File: src/design/xmk_pkg.sv
`timescale 1ns / 1ps
// Shared types, constants and the CRC-16 byte update for the XMODEM-1K receiver.
// Depends on nothing; imported by every module of the block.
package xmk_pkg;

  localparam int BLOCK_BYTES = 1024;
  localparam int CNT_W       = $clog2(BLOCK_BYTES);
  localparam int ADDR_W      = 26;
  localparam int TDATA_IN_W  = 8;
  localparam int TUSER_IN_W  = 2;
  localparam int TDATA_OUT_W = 40;
  localparam int TUSER_OUT_W = 4;

  localparam logic [1:0] FUNC_BYTE    = 2'd0;
  localparam logic [1:0] FUNC_TIMEOUT = 2'd1;
  localparam logic [1:0] FUNC_START   = 2'd2;

  localparam logic [7:0] CH_STX = 8'h02;
  localparam logic [7:0] CH_EOT = 8'h04;
  localparam logic [7:0] CH_ACK = 8'h06;
  localparam logic [7:0] CH_NAK = 8'h15;
  localparam logic [7:0] CH_CRC = 8'h43;

  localparam logic KIND_DATA  = 1'b0;
  localparam logic KIND_REPLY = 1'b1;

  localparam logic [15:0] CRC_POLY = 16'h1021;

  typedef enum logic [6:0] {
    PH_IDLE       = 7'b0000001,
    PH_HEADER     = 7'b0000010,
    PH_NUMBER     = 7'b0000100,
    PH_COMPLEMENT = 7'b0001000,
    PH_DATA       = 7'b0010000,
    PH_CRC_HI     = 7'b0100000,
    PH_CRC_LO     = 7'b1000000
  } phase_t;

  typedef struct packed {
    logic              session_done;
    logic              block_discard;
    logic              block_commit;
    logic [ADDR_W-1:0] flash_address;
    logic [7:0]        out_byte;
    logic              out_kind;
  } res_t;

  function automatic logic [15:0] crc_step(input logic [15:0] crc, input logic [7:0] b);
    logic [15:0] c;
    c = crc ^ {b, 8'h00};
    for (int i = 0; i < 8; i++) begin
      if (c[15]) begin
        c = {c[14:0], 1'b0} ^ CRC_POLY;
      end else begin
        c = {c[14:0], 1'b0};
      end
    end
    return c;
  endfunction

endpackage

File: src/design/xmk_engine.sv
`timescale 1ns / 1ps
// Protocol engine: session phase, block counters, running CRC and result decode.
// Depends on xmk_pkg.
module xmk_engine (
  input  logic                      clk,
  input  logic                      rst,
  input  logic                      item_valid,
  input  logic                      consume,
  input  logic [1:0]                func,
  input  logic [7:0]                rx_byte,
  input  logic [xmk_pkg::ADDR_W-1:0] base_address,
  output logic                      has_res,
  output xmk_pkg::res_t             res
);
  import xmk_pkg::*;

  phase_t            phase, phase_next;
  logic [7:0]        block_number, block_number_next;
  logic [CNT_W-1:0]  byte_count, byte_count_next;
  logic [15:0]       running_crc, running_crc_next;
  logic [7:0]        crc_high_byte, crc_high_byte_next;
  logic [ADDR_W-1:0] write_address, write_address_next;
  logic [8:0]        num_sum;

  assign num_sum = {1'b0, block_number} + {1'b0, rx_byte};

  always_comb begin
    phase_next         = phase;
    block_number_next  = block_number;
    byte_count_next    = byte_count;
    running_crc_next   = running_crc;
    crc_high_byte_next = crc_high_byte;
    write_address_next = write_address;
    has_res            = 1'b0;
    res                = '0;
    res.out_kind       = KIND_REPLY;
    if (item_valid) begin
      case (func)
        FUNC_START: begin
          write_address_next = base_address;
          block_number_next  = '0;
          byte_count_next    = '0;
          running_crc_next   = '0;
          crc_high_byte_next = '0;
          phase_next         = PH_HEADER;
          has_res            = 1'b1;
          res.out_byte       = CH_CRC;
        end
        FUNC_TIMEOUT: begin
          if (phase == PH_HEADER) begin
            has_res      = 1'b1;
            res.out_byte = CH_CRC;
          end else if (phase != PH_IDLE) begin
            phase_next        = PH_HEADER;
            has_res           = 1'b1;
            res.out_byte      = CH_NAK;
            res.block_discard = 1'b1;
          end
        end
        FUNC_BYTE: begin
          case (phase)
            PH_IDLE: begin
            end
            PH_HEADER: begin
              if (rx_byte == CH_EOT) begin
                phase_next       = PH_IDLE;
                has_res          = 1'b1;
                res.out_byte     = CH_ACK;
                res.session_done = 1'b1;
              end else if (rx_byte == CH_STX) begin
                phase_next = PH_NUMBER;
              end else begin
                has_res      = 1'b1;
                res.out_byte = CH_NAK;
              end
            end
            PH_NUMBER: begin
              block_number_next = rx_byte;
              phase_next        = PH_COMPLEMENT;
            end
            PH_COMPLEMENT: begin
              if (num_sum != 9'h0FF) begin
                phase_next        = PH_HEADER;
                has_res           = 1'b1;
                res.out_byte      = CH_NAK;
                res.block_discard = 1'b1;
              end else begin
                byte_count_next  = '0;
                running_crc_next = '0;
                phase_next       = PH_DATA;
              end
            end
            PH_DATA: begin
              running_crc_next  = crc_step(running_crc, rx_byte);
              has_res           = 1'b1;
              res.out_kind      = KIND_DATA;
              res.out_byte      = rx_byte;
              res.flash_address = write_address + ADDR_W'(byte_count);
              if (byte_count == CNT_W'(BLOCK_BYTES - 1)) begin
                byte_count_next = '0;
                phase_next      = PH_CRC_HI;
              end else begin
                byte_count_next = byte_count + 1'b1;
              end
            end
            PH_CRC_HI: begin
              crc_high_byte_next = rx_byte;
              phase_next         = PH_CRC_LO;
            end
            PH_CRC_LO: begin
              phase_next = PH_HEADER;
              has_res    = 1'b1;
              if ({crc_high_byte, rx_byte} == running_crc) begin
                write_address_next = write_address + ADDR_W'(BLOCK_BYTES);
                res.out_byte       = CH_ACK;
                res.block_commit   = 1'b1;
              end else begin
                res.out_byte      = CH_NAK;
                res.block_discard = 1'b1;
              end
            end
            default: begin
              phase_next = PH_IDLE;
            end
          endcase
        end
        default: begin
        end
      endcase
    end
  end

  always_ff @(posedge clk) begin
    if (rst) begin
      phase         <= PH_IDLE;
      block_number  <= '0;
      byte_count    <= '0;
      running_crc   <= '0;
      crc_high_byte <= '0;
      write_address <= '0;
    end else if (consume) begin
      phase         <= phase_next;
      block_number  <= block_number_next;
      byte_count    <= byte_count_next;
      running_crc   <= running_crc_next;
      crc_high_byte <= crc_high_byte_next;
      write_address <= write_address_next;
    end
  end

  a_phase_onehot: assert property (@(posedge clk) disable iff (rst)
    $onehot(phase))
    else $error("phase register is not one-hot");

  a_block_end: assert property (@(posedge clk) disable iff (rst)
    (consume && phase == PH_DATA && func == FUNC_BYTE &&
     byte_count == CNT_W'(BLOCK_BYTES - 1)) |=> (phase == PH_CRC_HI))
    else $error("last data byte did not move to the CRC trailer");

  a_commit_advance: assert property (@(posedge clk) disable iff (rst)
    (consume && has_res && res.block_commit) |=>
    (write_address == $past(write_address) + ADDR_W'(BLOCK_BYTES)))
    else $error("commit did not advance the write address");

endmodule

File: src/design/xmk_out_reg.sv
`timescale 1ns / 1ps
// Result register on the master-side stream; holds a beat until it is taken.
// Depends on xmk_pkg.
module xmk_out_reg (
  input  logic          clk,
  input  logic          rst,
  input  logic          load,
  input  xmk_pkg::res_t res,
  output logic          out_free,
  output logic          m_axis_tvalid,
  input  logic          m_axis_tready,
  output xmk_pkg::res_t res_q
);
  import xmk_pkg::*;

  logic o_valid;

  assign out_free      = !o_valid || m_axis_tready;
  assign m_axis_tvalid = o_valid;

  always_ff @(posedge clk) begin
    if (rst) begin
      o_valid <= 1'b0;
    end else if (load) begin
      o_valid <= 1'b1;
    end else if (m_axis_tready) begin
      o_valid <= 1'b0;
    end
  end

  always_ff @(posedge clk) begin
    if (load) begin
      res_q <= res;
    end
  end

endmodule

File: src/design/xmodem_1k_crc_receiver.sv
`timescale 1ns / 1ps
// Top level of the XMODEM-1K CRC-16 receiver: input register, engine, result register.
// Depends on xmk_pkg, xmk_engine and xmk_out_reg.
//
// Slave stream: one beat per event; tuser carries the event code (received
// byte, timeout, start session) and tdata the received byte.
// Master stream: at most one beat per event, either a staged data byte with
// its flash address or a reply byte for the host with commit, discard and
// done flags.
// cfg_we/cfg_data write the base flash address; it is taken at session start.
// Every event is first held in an input register and then decoded into the
// result register. One beat is taken every cycle unless a result is waiting
// for a full result register; the only limit is the single result register,
// which frees up in the same cycle that its beat is taken.
// A stalled master side holds the result and back-pressures the slave side
// once the input register also holds an event that produces a result.
// Reset clears the session to idle, the base address to zero and both
// registers to empty.
module xmodem_1k_crc_receiver (
  input  logic                            clk,
  input  logic                            rst,
  input  logic                            s_axis_tvalid,
  output logic                            s_axis_tready,
  input  logic [xmk_pkg::TDATA_IN_W-1:0]  s_axis_tdata,   // rx_byte
  input  logic [xmk_pkg::TUSER_IN_W-1:0]  s_axis_tuser,   // func
  output logic                            m_axis_tvalid,
  input  logic                            m_axis_tready,
  output logic [xmk_pkg::TDATA_OUT_W-1:0] m_axis_tdata,   // out_byte, flash_address, zero pad
  output logic [xmk_pkg::TUSER_OUT_W-1:0] m_axis_tuser,   // out_kind, block_commit,
                                                          // block_discard, session_done
  input  logic                            cfg_we,
  input  logic [xmk_pkg::ADDR_W-1:0]      cfg_data
);
  import xmk_pkg::*;

  logic              in_valid;
  logic [1:0]        in_func;
  logic [7:0]        in_byte;
  logic [ADDR_W-1:0] base_address;
  logic              has_res;
  logic              out_free;
  logic              consume;
  res_t              res;
  res_t              res_q;

  assign consume       = in_valid && (out_free || !has_res);
  assign s_axis_tready = !in_valid || consume;

  always_ff @(posedge clk) begin
    if (rst) begin
      in_valid <= 1'b0;
    end else if (s_axis_tready) begin
      in_valid <= s_axis_tvalid;
    end
  end

  always_ff @(posedge clk) begin
    if (s_axis_tvalid && s_axis_tready) begin
      in_func <= s_axis_tuser;
      in_byte <= s_axis_tdata;
    end
  end

  always_ff @(posedge clk) begin
    if (rst) begin
      base_address <= '0;
    end else if (cfg_we) begin
      base_address <= cfg_data;
    end
  end

  xmk_engine u_engine (
    .clk          (clk),
    .rst          (rst),
    .item_valid   (in_valid),
    .consume      (consume),
    .func         (in_func),
    .rx_byte      (in_byte),
    .base_address (base_address),
    .has_res      (has_res),
    .res          (res)
  );

  xmk_out_reg u_out_reg (
    .clk           (clk),
    .rst           (rst),
    .load          (consume && has_res),
    .res           (res),
    .out_free      (out_free),
    .m_axis_tvalid (m_axis_tvalid),
    .m_axis_tready (m_axis_tready),
    .res_q         (res_q)
  );

  assign m_axis_tdata = {(TDATA_OUT_W - ADDR_W - 8)'(0), res_q.flash_address, res_q.out_byte};
  assign m_axis_tuser = {res_q.session_done, res_q.block_discard,
                         res_q.block_commit, res_q.out_kind};

  a_data_no_flags: assert property (@(posedge clk) disable iff (rst)
    (m_axis_tvalid && res_q.out_kind == KIND_DATA) |->
    !(res_q.block_commit || res_q.block_discard || res_q.session_done))
    else $error("flag set on a staged data beat");

  a_commit_is_ack: assert property (@(posedge clk) disable iff (rst)
    (m_axis_tvalid && (res_q.block_commit || res_q.session_done)) |->
    (res_q.out_kind == KIND_REPLY && res_q.out_byte == CH_ACK))
    else $error("commit or done without ACK reply");

  a_reply_no_addr: assert property (@(posedge clk) disable iff (rst)
    (m_axis_tvalid && res_q.out_kind == KIND_REPLY) |-> (res_q.flash_address == '0))
    else $error("reply beat carries a flash address");

endmodule
File: config.mk
export PLATFORM = sky130hd
export DESIGN_NAME = xmodem_1k_crc_receiver
export DESIGN_NICKNAME = d
export VERILOG_FILES = /design/src/design/xmk_pkg.sv /design/src/design/xmk_engine.sv /design/src/design/xmk_out_reg.sv /design/src/design/xmodem_1k_crc_receiver.sv
export SDC_FILE = /design/constraint.sdc
export NUM_CORES = 1
export LEC_CHECK = 0
export BUFFER_PORTS_ARGS = -buffer_cell sky130_fd_sc_hd__buf_2
export CORE_MARGIN = 1.5
export CORE_UTILIZATION = 25
export DETAILED_ROUTE_END_ITERATION = 8
export GPL_TIMING_DRIVEN = 0
export HOLD_SLACK_MARGIN = 0.06
export SETUP_SLACK_MARGIN = 0.15
export SLEW_MARGIN = 20
export SYNTH_ARGS = -nofsm -noshare
export SYNTH_HDL_FRONTEND = slang
export SYNTH_SLANG_ARGS = --single-unit
File: constraint.sdc
create_clock -name clk -period 7.67 [get_ports clk]
set_clock_uncertainty 0.05 [all_clocks]
set_input_delay 0.3835 -clock clk [delete_from_list [all_inputs] [get_ports clk]]
set_output_delay 0.3835 -clock clk [all_outputs]
set_load 0.005 [all_outputs]
* Word-level counts from Yosys, hierarchy flattened
Cells that the tools add are included.
** Cells by class
- Muxes and demuxes :: 76
- Reduce and logical (&&, ||, !) cells :: 23
- Equal/unequal tests :: 26
- Bitwise gates (word level) :: 9
- $add $sub $neg :: 4
** Operators with widths (count)
- $mux W16 :: 22
- $mux W13 :: 8
- $pmux W16 S2 :: 2
- $mux W26 :: 2
- $pmux W26 S2 :: 1
- $pmux W7 S7 :: 1
- $pmux W10 S2 :: 2
- $mux W7 :: 5
- $mux W8 :: 4
- $pmux W8 S2 :: 2
- $pmux W8 S4 :: 1
- $add A26 B10 Y26 :: 1
- $add A26 B11 Y26 const B :: 1
- $mux W5 :: 5
- $not A3 Y3 :: 8
- $pmux W8 S3 :: 1
- $pmux W7 S3 :: 1
- $mux W10 :: 2
- $eq A16 B16 Y1 :: 1
- $xor A16 B16 Y16 :: 1
- $mux W1 :: 13
- $add A10 B1 Y10 const B :: 1
- $eq A10 B10 Y1 const B :: 1
- $ne A2 B2 Y1 const B :: 5
- other kinds (32) :: 47
** Word-level totals
- Register bits :: 151
- Output and inout bits :: 46
- Logic and storage cells :: 155

* Longest topological paths before layout
Gate-level depths: netlist of the first run.
- Word-level depth :: 40
- Gate-level depth with buffers :: 12

* Cells and area by module
From an unflattened synthesis of the first run, not the netlist that was laid out.
** Second synthesis, totals
- Cells, all modules :: 893
- Area total of the unflattened synthesis :: 8171.6 sq um
** Modules (own cells, without submodules)
- xmk_engine :: cells each 742, area each 5630.4 sq um, times used 1, seq. area each 1501.4 sq um
- xmodem_1k_crc_receiver :: cells each 109, area each 1353.8 sq um, times used 1, seq. area each 840.8 sq um
- xmk_out_reg :: cells each 42, area each 1187.4 sq um, times used 1, seq. area each 1161.1 sq um

* Least setup slack after synthesis of the first run
OpenSTA, ideal clock, no wires.
- Path kind :: reg2reg
- Start :: register in_byte[1]
- End :: register u_out_reg.res_q[0] (netlist name)
- Stages on the path, launching flop included :: 11
- Path buffers :: 1
- Setup time :: 0.433 ns
- Arrival time :: 3.811 ns
- Setup slack :: 3.375 ns
- Cell sequence :: edfxtp_1 > clkbuf_1 > inv_1 > fa_1 > nand2b_1 > a21o_1 > mux2i_1 > a21oi_2 > o2bb2ai_4 > a31o_2 > nor2_1
** On the way
- Longest elaborated chain between the ends :: 10
- Elaborated cells between the ends (all ways) :: 14
** Ends and longest elaborated chain
- start: declaration :: line xmodem_1k_crc_receiver.sv:38 : logic [7:0] in_byte;
- start signal: assignment :: line xmodem_1k_crc_receiver.sv:60 : in_byte <= s_axis_tdata;
- $add A8 B8 Y9 / $eq A8 B2 Y1 (equally long branches) :: line xmk_engine.sv:25, xmk_engine.sv:70
- $ne A9 B8 Y1 / $mux W1 (equally long branches) :: line xmk_engine.sv:82, xmk_engine.sv:70
- $mux W1 (on tied branches) :: line xmk_engine.sv:82, xmk_engine.sv:65
- $pmux W1 S3 (*) :: line xmk_engine.sv:61 : case (phase)
- $pmux W1 S3 (*) :: line xmk_engine.sv:38 : case (func)
- $mux W1 (*) :: line xmk_engine.sv:37 : if (item_valid) begin
- $logic_not A1 Y1 :: line xmodem_1k_crc_receiver.sv:46 : assign consume = in_valid && (out_free || !has_res);
- $logic_or A1 B1 Y1 :: line xmodem_1k_crc_receiver.sv:46
- $logic_and A1 B1 Y1 :: line xmodem_1k_crc_receiver.sv:46
- $logic_and A1 B1 Y1 (*) :: line xmodem_1k_crc_receiver.sv:87 : .load (consume && has_res),
- named net u_out_reg.load :: line xmk_out_reg.sv:7 : input logic load,
The timed path passes the listed nets; every way through them passes the cells marked *.
A chain may end at the register's enable or synchronous reset.

* Final worst setup path of the first run
- Start :: register in_byte[1]
- End :: register in_byte[7] (enable)
** On the way
- Longest elaborated chain between the ends :: 11
- Elaborated cells between the ends (all ways) :: 15
** Ends and longest elaborated chain
- $add A8 B8 Y9 / $eq A8 B2 Y1 (equally long branches) :: line xmk_engine.sv:25, xmk_engine.sv:70
- $ne A9 B8 Y1 / $mux W1 (equally long branches) :: line xmk_engine.sv:82, xmk_engine.sv:70
- $mux W1 (on tied branches) :: line xmk_engine.sv:82, xmk_engine.sv:65
- $pmux W1 S3 (*) :: line xmk_engine.sv:61
- $pmux W1 S3 (*) :: line xmk_engine.sv:38
- $mux W1 (*) :: line xmk_engine.sv:37
- $logic_not A1 Y1 (*) :: line xmodem_1k_crc_receiver.sv:46
- $logic_or A1 B1 Y1 (*) :: line xmodem_1k_crc_receiver.sv:46
- $logic_and A1 B1 Y1 (*) :: line xmodem_1k_crc_receiver.sv:46
- $logic_or A1 B1 Y1 (*) :: line xmodem_1k_crc_receiver.sv:47 : assign s_axis_tready = !in_valid || consume;
- $logic_and A1 B1 Y1 (*) :: line xmodem_1k_crc_receiver.sv:58 : if (s_axis_tvalid && s_axis_tready) begin
Every way passes the cells marked *; elsewhere a longest branch is shown, timed or not.

==> reports/metrics.cfg, run 1 <==
[timing]
fmaxAchievable_mhz = 243.4
relSlewSlack_pct = 47.05
post-route-min-period_ns = 4.109
tns_ns = 0
slew_violations = 0
fin_crit_sh_pct = 53.57
hold_violations = 0
tightest_slew_ns = 0.7926
finalSetupViolCount = 0
grt_setup_unrepaired = no

[worst_setup_path]
startpoint_type = flop
cp-end-kind = flop
critPathLaunch = in_byte[1]$_DFFE_PP_
cp_max_fo = 10
crit_required_ns = 7.69
cp.arrival_ns = 4.13
critical_path_class = flop to flop
r2r_start = in_byte[1]$_DFFE_PP_
r2r_cells = 11

[yosys]
synth_area_um2 = 8035
synth_cell_type_count = 77
synth_warnings = 0
avgSynthCellArea_um2 = 9.183
synth_sequential_area_ratio_pct = 43.60
synth_edf_count = 48
synth_async_sr_flop_share_pct = 0
synthCells = 875
ys.flop_type = dfxtp_1
ys_ff_latch = 151

[cts]
clock_path_buffers = 2
cts_root_buf = clkbuf_16
post-cts-setup-buffers = 0
cts.sinks = 151
clk_latency_ns = 0.45
cts.htree.levels = 4
cts_resized = 0
cts_hold_buffers = 9
cts_buffers = 17
cts_tree = yes
clk_pin_slew_worst_paths_ns = 0.06

[route]
num_vias = 6884
drt-vias-per-instance = 4.907
drc = 0
routed_wl_mm = 22.92
firstDrtPassIters = 7
wire_per_inst_um = 16.33
ant_nets = 0
drt_iter0_drc = 469

[grt]
grt_first_pass_wirelength_mm = 35.78
track_usage_pct = 13.95
grt_pass1_vias = 6519
grt_overflow_total = 0
antenna_found_initial = 0
grt_max_degree = 27

[die]
die_height_um = 182.3
start_util_pct = 25.40
ios = 87
core.rowCount = 65
dieArea_um2 = 33230
core_area_um2 = 31640
die_x_um = 182.3

[placed_design]
hpwl_mm = 16.96
place.gp.congestion = 0.8806
post_dp_cell_area_um2 = 8985
placement.io_buffers = 79

[run_status]
status = complete, no violations

[cells_and_area]
final_cell_mix = dfxtp_1, nor2_1, buf_2
drive_gt1_share_pct = 15.68
synthToLayoutAreaGrowth_pct = 20.76
fillers = 3309
nNetsFinal = 1051
fin_area_um2 = 9703
diodes = 0
layout_commonest_cell = dfxtp_1

[worst_hold_path]
whs_path_depth = 1
min_path_type = input port to flop
worstHoldStart = s_axis_tdata[7]

[power_and_ir_drop]
peakVddDrop_v = 0.0001553
p_leak_nw = 3.785
p_per_area_nw_per_um2 = 196.3

[flow_run]
cap_violations = 0

## Yosys cell counts (7+ instances only)
cell,number,share of area [%]
mux2i_1,44,5.5
dfxtp_1,103,26
a21oi_1,71,4.4
nor2_1,90,4.2
nor2b_1,7,0.54
o41ai_1,8,0.87
edfxtp_1,48,18
o21ai_0,46,2.9
ha_1,20,3.1
o32ai_1,7,0.76
and2_1,12,0.93
nand3_1,24,1.5
nor3_1,22,1.4
buf_4,7,0.65
o21a_1,8,0.75
and3_1,12,0.93
a21o_1,13,1.2
nand2b_1,7,0.54
xnor2_1,28,3.1
nand2_1,76,3.6
nand4_1,19,1.5
inv_1,19,0.89
xor2_1,33,3.6
a22oi_1,9,0.84
clkbuf_1,32,1.5
## where the power goes
| part | switching, mW | internal, mW | leakage, nW |
|---|---|---|---|
| Clock | 0.386 | 0.514 | 0.310 |
| Combinational | 0.0912 | 0.0558 | 2.17 |
| Sequential | 0.0160 | 0.841 | 1.31 |
## cell type report
type	instances	area, um^2	area share, %
well taps	402	503.0	5.184
clock buffers	18	450.4	4.642
clock inverters	14	177.7	1.831
inverters	21	78.83	0.8124
repair buffers	89	505.5	5.210
flip-flops and latches	151	3503	36.11
plain buffers	52	236.5	2.437
multi-input cells	656	4248	43.78
## final timing paths
check	slack, ns	end
worst max-delay path	3.56	in_byte[7]$_DFFE_PP_
worst min-delay path	0.08	in_byte[7]$_DFFE_PP_
worst max register to register	3.56	in_byte[7]$_DFFE_PP_
worst min register to register	0.41	u_engine.write_address[3]$_SDFFE_PP0P_
## routing by layer
layer  GRT usage (%)  wire, um  up-vias  share of wire (%)
li1                -         -     3387                  -
met1           18.54     10630     3262                 46
met2           22.10     10460      201                 46
met3           3.233      1418       34                6.2
met4           4.959       408        0                1.8
met5               0         0        -                  0
## through the flow
| step | util, % | hold slack [ns] | instances | setup slack, ns | power (mW) |
|---|---|---|---|---|---|
| floorplan | - | 0.3812 | 880 | 3.375 | 0.9631 |
| global placement | 28.30 | 0.3983 | 1361 | 2.074 | 1.014 |
| detailed placement | 28.40 | 0.4019 | 1362 | 3.532 | 1.017 |
| CTS | 30.67 | 0.06175 | 1403 | 3.502 | 1.918 |
| global route | 30.67 | 0.06439 | 1403 | 3.263 | 1.964 |
| finish | 30.67 | 0.07595 | 1403 | 3.561 | 1.905 |
## state kept, by name, indices dropped and copies added (netlist names)
| signal | flops |
|---|---|
| u_out_reg.m_axis_tvalid | 1 |
| u_engine.crc_high_byte | 8 |
| u_engine.running_crc | 16 |
| u_engine.block_number | 8 |
| u_out_reg.res_q | 38 |
| in_byte | 8 |
| in_func | 2 |
| u_engine.byte_count | 10 |
| base_address | 26 |
| u_engine.phase | 7 |
| u_engine.write_address | 26 |
| in_valid | 1 |
## worst max-delay path, stage by stage, from the launching register on
cell and delay (ns):
edfxtp_1 0.37, clkbuf_1 0.31, inv_1 0.19, fa_1 0.48, xor2_1 0.18, nor4b_1 0.23
o2111ai_1 0.22, nor4_2 0.38, o2bb2ai_4 0.24, a31o_2 0.28, nor2_1 0.13, nor2b_1 0.65
## cells by family after synthesis
| group | share of synthesized area [%] |
|---|---|
| XOR/XNOR | 6.649 |
| other | 0.04667 |
| multiplexers | 5.481 |
| flip-flops | 43.60 |
| AO/OA/AOI/OAI | 17.28 |
| buffers and inverters | 3.924 |
| adder cells (fa/ha/maj) | 3.613 |
| AND/OR/NAND/NOR | 19.40 |
Note: power is estimated with default switching activity, not from simulation.
==> run 2: changes to the inputs <==
ABC_AREA = 1   (was not set)
clock period = 3.8 ns   (was 7.67 ns; I/O delays follow)
==> run 2 against run 1 <==
Synthesized cell count is 33% higher. Combinational power grew to 2.9 times the previous value. Final cell count is 26% higher. Sequential power is 110% higher. First-iteration DRC count is 54% higher. Setup slack worse by 3.2 ns. Non-clock buffer count is 28 higher. Critical endpoint is now s_axis_tready.
==> reports/metrics.cfg, run 2 <==
[run_status]
status = complete, no violations  ; unchanged

[worst_setup_path]
reg2reg_to = in_func[0]$_DFFE_PP_  ; was in_byte[7]$_DFFE_PP_
critical_path_cell_count = 16  ; was 11
r2r_cells = 17  ; was 11
critical_path_class = flop to output pin  ; was flop to flop
cp-end-kind = output pin  ; was flop
critPathBufInv = 4  ; was 2
crit_required_ns = 3.56  ; was 7.69 ns
cp.arrival_ns = 3.17  ; was 4.13 ns
r2r_start = in_byte[0]$_DFFE_PP_  ; was in_byte[1]$_DFFE_PP_
startpoint_type = flop  ; unchanged
slowest_delay_ns = 0.48  ; was 0.65 ns
reg2reg_slack_ns = 0.46  ; was 3.56 ns
cp_max_fo = 10  ; unchanged
critical-path-top-delay-family = simple AND/OR/NAND/NOR gates  ; unchanged
crit_chain = ha_1 -> inv_1 -> fa_1 -> inv_1 -> nand3_1 -> nor2_1 -> nand2_1 -> nor2_1 -> nand2_1 -> nor2_2 -> nand3_2 -> nand2_4 -> nand4_2 -> nand3_4 -> clkbuf_4 -> buf_2  ; was clkbuf_1 -> inv_1 -> fa_1 -> xor2_1 -> nor4b_1 -> o2111ai_1 -> nor4_2 -> o2bb2ai_4 -> a31o_2 -> nor2_1 -> nor2b_1
cp_slowest_cell = edfxtp_1  ; was nor2b_1

[yosys]
synth_adder_area_share_pct = 3.440  ; was 3.613%
synth_async_sr_flop_share_pct = 0  ; unchanged
synth_sequential_area_ratio_pct = 41.51  ; was 43.60%
synthMuxAreaShare_pct = 0  ; was 5.481%
synth_cell_type_count = 50  ; was 77
ys.flop_type = dfxtp_1  ; unchanged
synth_top_family_by_area = simple AND/OR/NAND/NOR gates  ; unchanged
synth_compound_area_share_pct = 9.844  ; was 17.28%
synth_area_leader_cell = dfxtp_1  ; unchanged
yosys-top-cells-count = nand2_1, nor2_1, inv_1, dfxtp_1, o21ai_0  ; was dfxtp_1, nor2_1, nand2_1, a21oi_1, edfxtp_1
synth_warnings = 0  ; unchanged
avgSynthCellArea_um2 = 7.257  ; was 9.183 um^2
synth_edf_count = 48  ; unchanged
yosys.area_share.simple_pct = 30.93  ; was 19.40%
synth_top_area_share_pct = 24.43  ; was 25.66%
synth_xor_area_share_pct = 4.774  ; was 6.649%
synth_most_common_cell = nand2_1  ; was dfxtp_1
synth_area_um2 = 8439  ; was 8035 um^2
synth.area.top_cells = dfxtp_1, edfxtp_1, nand2_1, nor2_1, inv_1  ; was dfxtp_1, edfxtp_1, mux2i_1, a21oi_1, nor2_1
ys_ff_latch = 151  ; unchanged
synthCells = 1163  ; was 875

[route]
drc = 0  ; unchanged
drt-vias-per-instance = 4.454  ; was 4.907
drt_iter0_drc = 723  ; was 469
wire_per_inst_um = 13.64  ; was 16.33 um
ant_nets = 0  ; unchanged
num_vias = 7884  ; was 6,884
firstDrtPassIters = 7  ; unchanged
routed_wl_mm = 24.15  ; was 22.92 mm

[placed_design]
place.gp.congestion = 0.9080  ; was 0.8806
dp_cells = 1697  ; was 1,362
hpwl_mm = 18.40  ; was 16.96 mm
post_dp_cell_area_um2 = 9447  ; was 8985 um^2
placement.io_buffers = 80  ; was 79

[power_and_ir_drop]
p_per_area_nw_per_um2 = 374.0  ; was 196.3 nW/um^2
p_int_mw = 2.779  ; was 1.411 mW
p_sw_share_pct = 28.94  ; was 25.92%
p_seq_share_pct = 45.2  ; was 45.0%
p_leak_nw = 4.447  ; was 3.785 nW
power_frac_clock_pct = 43.9  ; was 47.3%
combPwrFrac_pct = 10.9  ; was 7.7%
fin_total_pwr_mw = 3.911  ; was 1.905 mW
peakVddDrop_v = 0.0003119  ; was 0.0001553 V
switchingPower_mw = 1.132  ; was 0.4937 mW

[cells_and_area]
synthToLayoutAreaGrowth_pct = 23.91  ; was 20.76%
nNetsFinal = 1372  ; was 1,051
seq_area_um2 = 3503  ; unchanged
multi_input_area_um2 = 4156  ; was 4248 um^2
layout_commonest_cell = nand2_1  ; was dfxtp_1
fin_area_um2 = 10460  ; was 9703 um^2
diodes = 0  ; unchanged
drive_gt1_share_pct = 14.22  ; was 15.68%
largest_reg_flops = 38  ; unchanged
fillers = 3619  ; was 3,309
largest_register = u_out_reg.res_q  ; unchanged
final_cell_mix = nand2_1, nor2_1, inv_1  ; was dfxtp_1, nor2_1, buf_2
final_util_pct = 31.34  ; was 30.67%
stdcell_count = 1770  ; was 1,403
largestRegisters = u_out_reg.res_q x38, base_address x26, u_engine.write_address x26  ; unchanged

[grt]
track_usage_pct = 14.03  ; was 13.95%
grt_first_pass_wirelength_mm = 38.94  ; was 35.78 mm
grt_pass1_vias = 7425  ; was 6,519
grt_max_degree = 24  ; was 27
grt_overflow_total = 0  ; unchanged
antenna_found_initial = 0  ; unchanged

[die]
die_height_um = 186.7  ; was 182.3 um
core.rowCount = 67  ; was 65
die_x_um = 186.7  ; was 182.3 um
core_area_um2 = 33360  ; was 31,640 um^2
ios = 87  ; unchanged
dieArea_um2 = 34870  ; was 33,230 um^2
start_util_pct = 25.29  ; was 25.40%

[timing]
grt_setup_unrepaired = no  ; unchanged
fin_crit_sh_pct = 89.61
fmaxAchievable_mhz = 293.7
finalSetupViolCount = 0  ; unchanged
hold_violations = 0  ; unchanged
relSlewSlack_pct = 49.52  ; was 47.05%
post-route-min-period_ns = 3.405
tns_ns = 0  ; unchanged
slew_violations = 0  ; unchanged
tightest_slew_ns = 0.7571  ; was 0.7926 ns

[flow_run]
cap_violations = 0  ; unchanged

[worst_hold_path]
min_path_type = input port to flop  ; unchanged
whs_path_depth = 4  ; was 1
worstHoldStart = m_axis_tready  ; was s_axis_tdata[7]
hold_end = u_out_reg.m_axis_tvalid$_SDFFE_PP0P_  ; was in_byte[7]$_DFFE_PP_

[cts]
cts.htree.levels = 4  ; unchanged
clk_pin_slew_worst_paths_ns = 0.07  ; was 0.06 ns
cts.sinks = 151  ; unchanged
clock_path_buffers = 2  ; unchanged
cts_root_buf = clkbuf_16  ; unchanged
clk_latency_ns = 0.44  ; was 0.45 ns
cts_tree = yes  ; unchanged
cts_buffers = 17  ; unchanged

## run 2: changes by cell type after synthesis, moves of 18 or more
cell     previous run  this run
nor2_1             90       213
a21oi_1            71        53
nor2_2              0        20
inv_1              19       135
nand3_1            24        42
mux2i_1            44         0
nand2_1            76       249
## run 2: cell type report
class / count / share of cell area (%)
multi-input cells: 824 / 39.75
flip-flops and latches: 151 / 33.50
repair buffers: 122 / 7.921
well taps: 448 / 5.360
inverters: 146 / 5.324
clock buffers: 17 / 4.068
plain buffers: 47 / 2.369
clock inverters: 15 / 1.711
## run 2: metal layers
metal / global-route usage, % / part of all wire, %
met1: 18.17 / 47
met3: 2.727 / 4.4
met5: 0 / 0
met2: 23.32 / 47
met4: 4.746 / 1.9
## run 2: power groups by stage
| stage | Clock, mW | Sequential (mW) | Combinational, mW |
|---|---|---|---|
| final | 1.72 | 1.77 | 0.427 |
| after global routing | 1.83 | 1.77 | 0.481 |
| after CTS | 1.76 | 1.77 | 0.425 |
| after detailed placement | 0 | 1.80 | 0.390 |
| after global placement | 0 | 1.80 | 0.383 |
| after floorplan | 0 | 1.79 | 0.281 |
## run 2: cell families (layout without fill, tap and decap cells)
logic type                 count (synthesis)  after routing
xor gates and xnor gates                  46             46
adders and majority gates                 22             22
DFF                                      151            151
other                                      1              6
and+or+nand+nor                          602            602
AOI/OAI and AO/OA                        148            148
buffers and inverters                    193            347
## run 2: how the worst max path moves through the flow
stage	startpoint	endpoint
after global placement	in_byte[0]$_DFFE_PP_	u_out_reg.res_q[34]$_SDFFCE_PN0P_
after detailed placement	in_byte[0]$_DFFE_PP_	in_byte[4]$_DFFE_PP_
after global routing	in_byte[0]$_DFFE_PP_	s_axis_tready
after floorplan	in_byte[0]$_DFFE_PP_	u_out_reg.res_q[0]$_SDFFCE_PN1P_
final	in_byte[0]$_DFFE_PP_	s_axis_tready
after CTS	in_byte[1]$_DFFE_PP_	s_axis_tready
## run 2: worst reg2reg max path, stage by stage, from the launching register on
cell and delay [ns]:
edfxtp_1 0.48, ha_1 0.27, inv_1 0.07, fa_1 0.40, inv_1 0.06, nand3_1 0.07, nor2_1 0.11, nand2_1 0.07
nor2_1 0.08, nand2_1 0.06, nor2_2 0.09, nand3_2 0.14, nand2_4 0.14, nand4_2 0.16, nand3_4 0.16, clkbuf_4 0.23
nand2_1 0.15, clkinvlp_4 0.25
## run 2: through the flow
stage	worst slack, ns	hold WS, ns
2_1_floorplan	0.6950	0.2091
3_3_place_gp	-0.1730	0.3190
3_5_place_dp	0.08306	0.3181
4_1_cts	0.1963	0.06091
5_1_grt	0.1674	0.09866
6_report	0.3947	0.08863
## run 2: what timing repair did
action                                 CTS  global route
endpoints found under the hold margin   38             0
setup buffers                            1             3
setup endpoints to repair               11            11
resized for setup                        1             1
hold buffers                            37             0
pin swaps                                0             1
